===== config.mk =====
export PLATFORM = sky130hd
export DESIGN_NAME = ryzr_queue
export DESIGN_NICKNAME = d
export VERILOG_FILES = /design/src/hw/rtl/ryzr_pkg.sv /design/src/hw/rtl/ryzr_queue.sv
export VERILOG_INCLUDE_DIRS = /design/src /design/src/hw/rtl
export SDC_FILE = /design/constraint.sdc
export NUM_CORES = 1
export LEC_CHECK = 0
export ABC_CLOCK_PERIOD_IN_PS = 17550
export BUFFER_PORTS_ARGS = -buffer_cell sky130_fd_sc_hd__buf_4
export CAP_MARGIN = 20
export CORE_MARGIN = 2
export CORE_UTILIZATION = 30
export DETAILED_ROUTE_END_ITERATION = 6
export SETUP_SLACK_MARGIN = 0.05
export SLEW_MARGIN = 5
export SYNTH_ARGS = -nofsm -noshare
export SYNTH_HDL_FRONTEND = slang
export SYNTH_SLANG_ARGS = --single-unit

===== constraint.sdc =====
create_clock -name clk -period 17.55 [get_ports clk]
set_input_delay 0.8775 -clock clk [delete_from_list [all_inputs] [get_ports clk]]
set_output_delay 0.8775 -clock clk [all_outputs]
set_load 0.01 [all_outputs]

===== src/hw/rtl/ray_yz_rectangle_intersect_assert.svh =====
// Assertion macros shared by the ray/rectangle intersection RTL.
`ifndef RAY_YZ_RECTANGLE_INTERSECT_ASSERT_SVH
`define RAY_YZ_RECTANGLE_INTERSECT_ASSERT_SVH

// Condition holds in the same cycle as the trigger.
`define RYZR_ASSERT_SAME(lbl, ante, cons, msg) \
  lbl: assert property (@(posedge clk) disable iff (rst) (ante) |-> (cons)) \
    else $error(msg);

// Condition holds in the cycle after the trigger.
`define RYZR_ASSERT_NEXT(lbl, ante, cons, msg) \
  lbl: assert property (@(posedge clk) disable iff (rst) (ante) |=> (cons)) \
    else $error(msg);

`endif


===== src/hw/rtl/ryzr_pkg.sv =====
// Shared types and constants of the ray/rectangle intersection block.
package ryzr_pkg;

  localparam int FRAC_BITS_DEF = 16;

  // Queue between front and back; the depth must be a power of two.
  localparam int QUEUE_DEPTH = 4;
  localparam int QUEUE_AW    = 2;

  localparam logic [16:0] TEX_MAX = 17'h1FFFF;

  // Configuration register indexes.
  localparam logic [2:0] REG_PLANE_X = 3'd0;
  localparam logic [2:0] REG_Y_LOW   = 3'd1;
  localparam logic [2:0] REG_Y_HIGH  = 3'd2;
  localparam logic [2:0] REG_Z_LOW   = 3'd3;
  localparam logic [2:0] REG_Z_HIGH  = 3'd4;

  typedef struct packed {
    logic signed [31:0] plane_x;
    logic signed [31:0] y_low;
    logic signed [31:0] y_high;
    logic signed [31:0] z_low;
    logic signed [31:0] z_high;
  } cfg_t;

  typedef struct packed {
    logic signed [31:0] origin_x;
    logic signed [31:0] origin_y;
    logic signed [31:0] origin_z;
    logic signed [31:0] dir_x;
    logic signed [31:0] dir_y;
    logic signed [31:0] dir_z;
    logic signed [31:0] t_lower;
    logic signed [31:0] t_upper;
  } ray_t;

  typedef struct packed {
    logic               hit_flag;
    logic signed [31:0] t_hit;
    logic signed [31:0] point_x;
    logic signed [31:0] point_y;
    logic signed [31:0] point_z;
    logic        [16:0] tex_u;
    logic        [16:0] tex_v;
    logic               front_face;
  } hit_t;

  // One classified ray as it waits for the back end.
  typedef struct packed {
    logic signed [31:0] origin_x;
    logic signed [31:0] origin_y;
    logic signed [31:0] origin_z;
    logic signed [31:0] dir_x;
    logic signed [31:0] dir_y;
    logic signed [31:0] dir_z;
    logic signed [31:0] t;
    logic               t_ok;
  } fq_t;

endpackage


===== src/hw/rtl/ryzr_queue.sv =====
// Small register queue that decouples the front end from the back end.
`include "ray_yz_rectangle_intersect_assert.svh"

module ryzr_queue (
  input  logic          clk,
  input  logic          rst,
  input  logic          push,
  input  ryzr_pkg::fq_t push_data,
  output logic          full,
  input  logic          pop,
  output logic          nonempty,
  output ryzr_pkg::fq_t head
);
  import ryzr_pkg::*;

  fq_t                 mem [QUEUE_DEPTH];
  logic [QUEUE_AW-1:0] wp;
  logic [QUEUE_AW-1:0] rp;
  logic [QUEUE_AW:0]   cnt;

  assign full     = cnt == (QUEUE_AW+1)'(QUEUE_DEPTH);
  assign nonempty = cnt != '0;
  assign head     = mem[rp];

  always_ff @(posedge clk) begin
    if (rst) begin
      wp  <= '0;
      rp  <= '0;
      cnt <= '0;
    end else begin
      if (push) begin
        wp <= wp + 1'b1;
      end
      if (pop) begin
        rp <= rp + 1'b1;
      end
      if (push && !pop) begin
        cnt <= cnt + 1'b1;
      end else if (pop && !push) begin
        cnt <= cnt - 1'b1;
      end
    end
    if (push) begin
      mem[wp] <= push_data;
    end
  end

  `RYZR_ASSERT_SAME(a_push_room, push, cnt < (QUEUE_AW+1)'(QUEUE_DEPTH), "queue overrun")
  `RYZR_ASSERT_SAME(a_pop_data, pop, cnt != '0, "queue underrun")
  `RYZR_ASSERT_NEXT(a_count_up, push && !pop, cnt == $past(cnt) + 1'b1, "queue count lost")

endmodule


==> run metrics, run 1 <==
DR vias=14,568; Initial Util=30.2%; Power, Total=4.92 mW; Slew Limit Fails=0; CP Capture Type=output port; CTS Root Cell=clkbuf_16; Post-Route Setup TNS=0 ns; fin crit share=26.9%; synthesized area=32,900 um2; Setup crit start kind=flop; max incr delay on CP=0.85 ns; Synth top area share=82.2%; multi-input logic area=5310 um2; status=finished clean; fmax=0.212 GHz; CTS tree=built; peak supply drop=0.0976 mV; flop2flop setup slack=14.11 ns; max-cap viol count=0; Inst Count DP=3,057; setup violators final=0; Max Clock Skew=0.0153 ns; clk buf depth=3; Pleak=13.4 nW; Crit Path Class=reg -> out; worst-margin pin slew=1.07 ns; initial antenna violation count=3; Syn Nets=1,454; Power Dens Cells=120 nW/um2; DR iter-0 viols=916; Synth warnings=0; DP Wirelength=42,000 um; Final ANT Viol Nets=0; worst path cell trace=buf_4 > buf_4 > mux4_2 > buf_4; register area=27,200 um2; postcts setup bufs=0; ratio of cells with drive above 1 in the final layout=45.5%; Syn-to-layout area delta=24.1%; Worst Hold Class=in -> reg; largest net degree at the start of global routing=95; WL per Instance=21.2 um; Synth area leaders=edfxtp_1 82%, mux4_2 15%, buf_6 0.62%; port bufs=455; Slew headroom=28.8%; Max FO, Critical Path=62; Core Util, Final=37.5%; Cells after Synth=1,219; final WL=68,600 um; arrival time at the worst endpoint=3.85 ns; post-route DRC violation count=0; part of the Yosys area used for sequential elements=82.7%; Final Non-Filler Cells=3,229; CTS Buf Count=94; gr ovfl total=0; H-Tree Depth=3; Tmin final=4.72 ns; vias in the first global route=15,917; core area=109,000 um2; syn_area_per_cell=27.0 um2; Die Y=335 um; most frequent CP cell=buf_4; clk_lat worst skew=0.65 ns; CP max stage cell=buf_4; Sink Count=909; Cell Rows=121; Critical Path RT=16.67 ns; Pre-Repair DR Iteration Count=6; vias per cell=4.51; Fillers=9,798; Die X=335 um; Yosys reg bits=909; first-pass GRT wire length=101,000 um; nets=1,974; die area=112,000 um2; Final Instance Area=40,800 um2; gr usage total=12.0%; cts hold-fix bufs=0; Synth area leader=edfxtp_1; Worst-path clk slew=0.06 ns; gpl congestion=0.722; RSZ-0062 raised after global routing=false; placed cell areas=37,900 um2; Resize count post-CTS=0; Hold Fails Final Rpt=0; num ports=456; Cell variety after synth=20
[flip-flops by register name, indices dropped and copies added, names as in the netlist, named ones only]
name,count
wp,2
cnt,3
mem,900
rp,2
[layout by cell type (no fill, tap or decap), types with 4 or more instances in the layout]
| master | n |
|---|---|
| ha_1 | 5 |
| buf_4 | 473 |
| edfxtp_1 | 900 |
| dfxtp_1 | 7 |
| and2_4 | 4 |
| inv_1 | 4 |
| nor2_1 | 7 |
| clkinv_1 | 21 |
| clkbuf_1 | 30 |
| mux4_2 | 225 |
| bufinv_16 | 5 |
| clkinv_2 | 9 |
| clkbuf_16 | 95 |
[cell usage after synthesis (all sizes together)]
master,instances
a21oi,1
and2,4
buf,44
clkbuf,7
dfxtp,9
edfxtp,900
fa,1
ha,5
inv,4
mux2i,2
mux4,225
nand2,1
nor2,7
nor3b,1
o21ai,1
or3,2
xnor2,2
xor2,3
[per-layer routing]
metal | track usage (%) | share of wire (%) | vias up
met5 | 0 | 0.019 | -
met4 | 4.18 | 2.3 | 2
met3 | 4.26 | 8.6 | 102
met2 | 19.6 | 50 | 430
met1 | 14.7 | 39 | 7680
li1 | - | - | 6354
[layout make-up]
| type | instances | share of cell area, % |
|---|---|---|
| timing repair buffer | 475 | 8.80 |
| inverter | 4 | 0.0368 |
| multi-input combinational | 255 | 13.0 |
| clock inverter | 46 | 1.04 |
| antenna | 1 | 0.00613 |
| tap | 1414 | 4.33 |
| clock buffer | 125 | 6.10 |
| sequential | 909 | 66.7 |
[cells by family (layout without fill, tap and decap cells)]
family          Yosys count  after routing  share of synthesized area, %
mux                     227            227                          15.5
xor+xnor                  5              5                         0.133
other cells               0              1                             0
compound gates            2              2                        0.0304
simple gates             15             15                         0.228
buf+inv                  55            650                          1.13
flops                   909            909                          82.7
fa+ha+maj                 6              6                         0.251
[power by group]
group	switching, mW	internal [mW]	total, mW
Clock	0.806	1.08	1.88
Sequential	0.0312	2.50	2.53
Combinational	0.252	0.254	0.506
Total	1.09	3.83	4.92
[worst paths after layout]
check                  from          end  depth (start not counted)
max reg2reg           wp[0]  mem[2][193]                          5
min          push_data[126]  mem[2][126]                          1
min reg2reg          cnt[2]       cnt[2]                          2
max                    flop    head[155]                          4
[per-stage QoR]
step           hold slack, ns  setup WS, ns
3_3_place_gp            0.473         13.46
3_5_place_dp            0.517         13.41
6_report                0.415         12.83
4_1_cts                 0.325         12.65
2_1_floorplan           0.461         10.96
5_1_grt                 0.351         12.58
[worst max-delay path: cells and delay by family (launching register included)]
family                 cells  cell delay [ns]
muxes                      1             0.44
DFF                        1             0.82
buffers and inverters      3             1.78
(Power assumes the default switching activity.)
==> run 2, diff against run 1 <==
- ABC_CLOCK_PERIOD_IN_PS: 17550 -> 3970
- clock period: 17.55 -> 3.97 ns (I/O delays scaled with it)
==> run metrics, run 2 (synthesized netlist as in run 1, its figures left out) <==
worst path cell trace=buf_12 > mux4_2 > buf_4; multi-input logic area=5310 um2; Power Dens Cells=511 nW/um2; CTS Buf Count=94; Max FO, Critical Path=47; final WL=72,000 um; WP buf/inv=2; Setup crit start kind=flop; Largest register FFs=900; delay-heaviest family, CP=flip-flops; largest registers=mem: 900 flops, cnt: 3 flops; Sink Count=909; DR vias=15,638; Max Clock Skew=0.0308 ns; Inst Count DP=3,098; CP max stage cell=dfxtp_4; post-route DRC violation count=0; most common cell after layout, fill and taps aside=edfxtp_1; Final Non-Filler Cells=3,503; Die X=335 um; worst-margin pin slew=1.07 ns; arrival time at the worst endpoint=2.75 ns; Critical Path RT=3.77 ns; CTS Root Cell=clkbuf_16; clk_lat worst skew=0.65 ns; Hold Fails Final Rpt=0; gpl congestion=0.739; postcts setup bufs=0; DP Wirelength=44,400 um; Fillers=9,494; fmax=0.339 GHz; worst r2r src=wp[0]; DR iter-0 viols=908; ratio of cells with drive above 1 in the final layout=42.2%; Post-Route Setup TNS=0 ns; initial antenna violation count=9; status=finished clean; Top Usage Layer GRT=met2; CTS tree=built; most frequent cells in the layout=900 x edfxtp_1, 498 x buf_4, 229 x dlygate4sd3_1; fin crit share=74.3%; peak supply drop=0.425 mV; setup ws final=1.02 ns; die area=112,000 um2; Reg with most FFs=mem; Initial Util=30.2%; gr usage total=12.6%; vias per cell=4.46; GR Util met3=3.85%; setup violators final=0; register area=27,200 um2; Cell Rows=121; port bufs=455; M1 GR Usage=15.6%; num ports=456; Die Y=335 um; Slew headroom=29.0%; max-cap viol count=0; vias in the first global route=17,134; gr ovfl total=0; Tmin final=2.95 ns; H-Tree Depth=3; WL per Instance=20.5 um; clk buf depth=3; placed cell areas=38,400 um2; max incr delay on CP=0.81 ns; Syn-to-layout area delta=33.2%; Final ANT Viol Nets=0; first-pass GRT wire length=107,000 um; Worst Hold Class=in -> reg; Worst-path clk slew=0.06 ns; Final Instance Area=43,800 um2; core area=109,000 um2; Placement Setup Slack=1.61 ns; RSZ-0062 raised after global routing=false; Pre-Repair DR Iteration Count=4; Crit Path Class=reg -> out; hold_sp=push_data[46]; largest net degree at the start of global routing=69; flop2flop setup slack=1.72 ns; CP Capture Type=output port; nets=2,244; Slew Limit Fails=0; met2 Usage GRT=21.3%; Fin Hold WS=0.290 ns; Pleak=14.7 nW
run 2: timing repair:
item | in CTS | in global routing
hold buffers | 229 | 0
hold endpoints to repair | 909 | 0
resized for setup | 0 | 0
run 2: worst register-to-register path, delay by kind of cell, from the launching register on:
kind	cells	cell delay, ns
buffers and inverters	2	0.65
flip-flops	1	0.35
AND/OR/NAND/NOR	1	0.74
adder cells (fa/ha/maj)	1	0.14
run 2: per-layer routing:
metal / routed length [um] / part of all wire, %
met2: 36200 / 50
met3: 5220 / 7.3
met4: 1380 / 1.9
met5: 51 / 0.071
met1: 29100 / 40
run 2: worst paths after layout:
path                                   end  depth (start not counted)
worst max-delay path              head[82]                          3
worst min-delay path            mem[2][46]                          2
worst max register to register  mem[2][78]                          4
worst min register to register       rp[1]                          2
run 2: layout make-up:
| cell class | instances | share of cell area (%) |
|---|---|---|
| clock inverter | 59 | 1.37 |
| inverter | 4 | 0.0343 |
| sequential | 909 | 62.2 |
| timing repair buffer | 745 | 14.6 |
| multi-input combinational | 255 | 12.1 |
| antenna | 3 | 0.0171 |
| clock buffer | 114 | 5.64 |
| tap | 1414 | 4.04 |
run 2: where the power goes:
part           leakage [nW]  total [mW]  switching (mW)  internal [mW]
Combinational          4.89        2.53            1.20           1.33
Sequential             8.34        11.2           0.126           11.0
Clock                  1.49        8.68            3.54           5.14
run 2: metrics by stage:
step | power (mW) | util, %
6_report | 22.4 | 40.2
3_3_place_gp | 13.7 | 35.3
5_1_grt | 23.2 | 40.2
2_1_floorplan | 12.5 | -
3_5_place_dp | 13.8 | 35.3
4_1_cts | 22.7 | 40.2
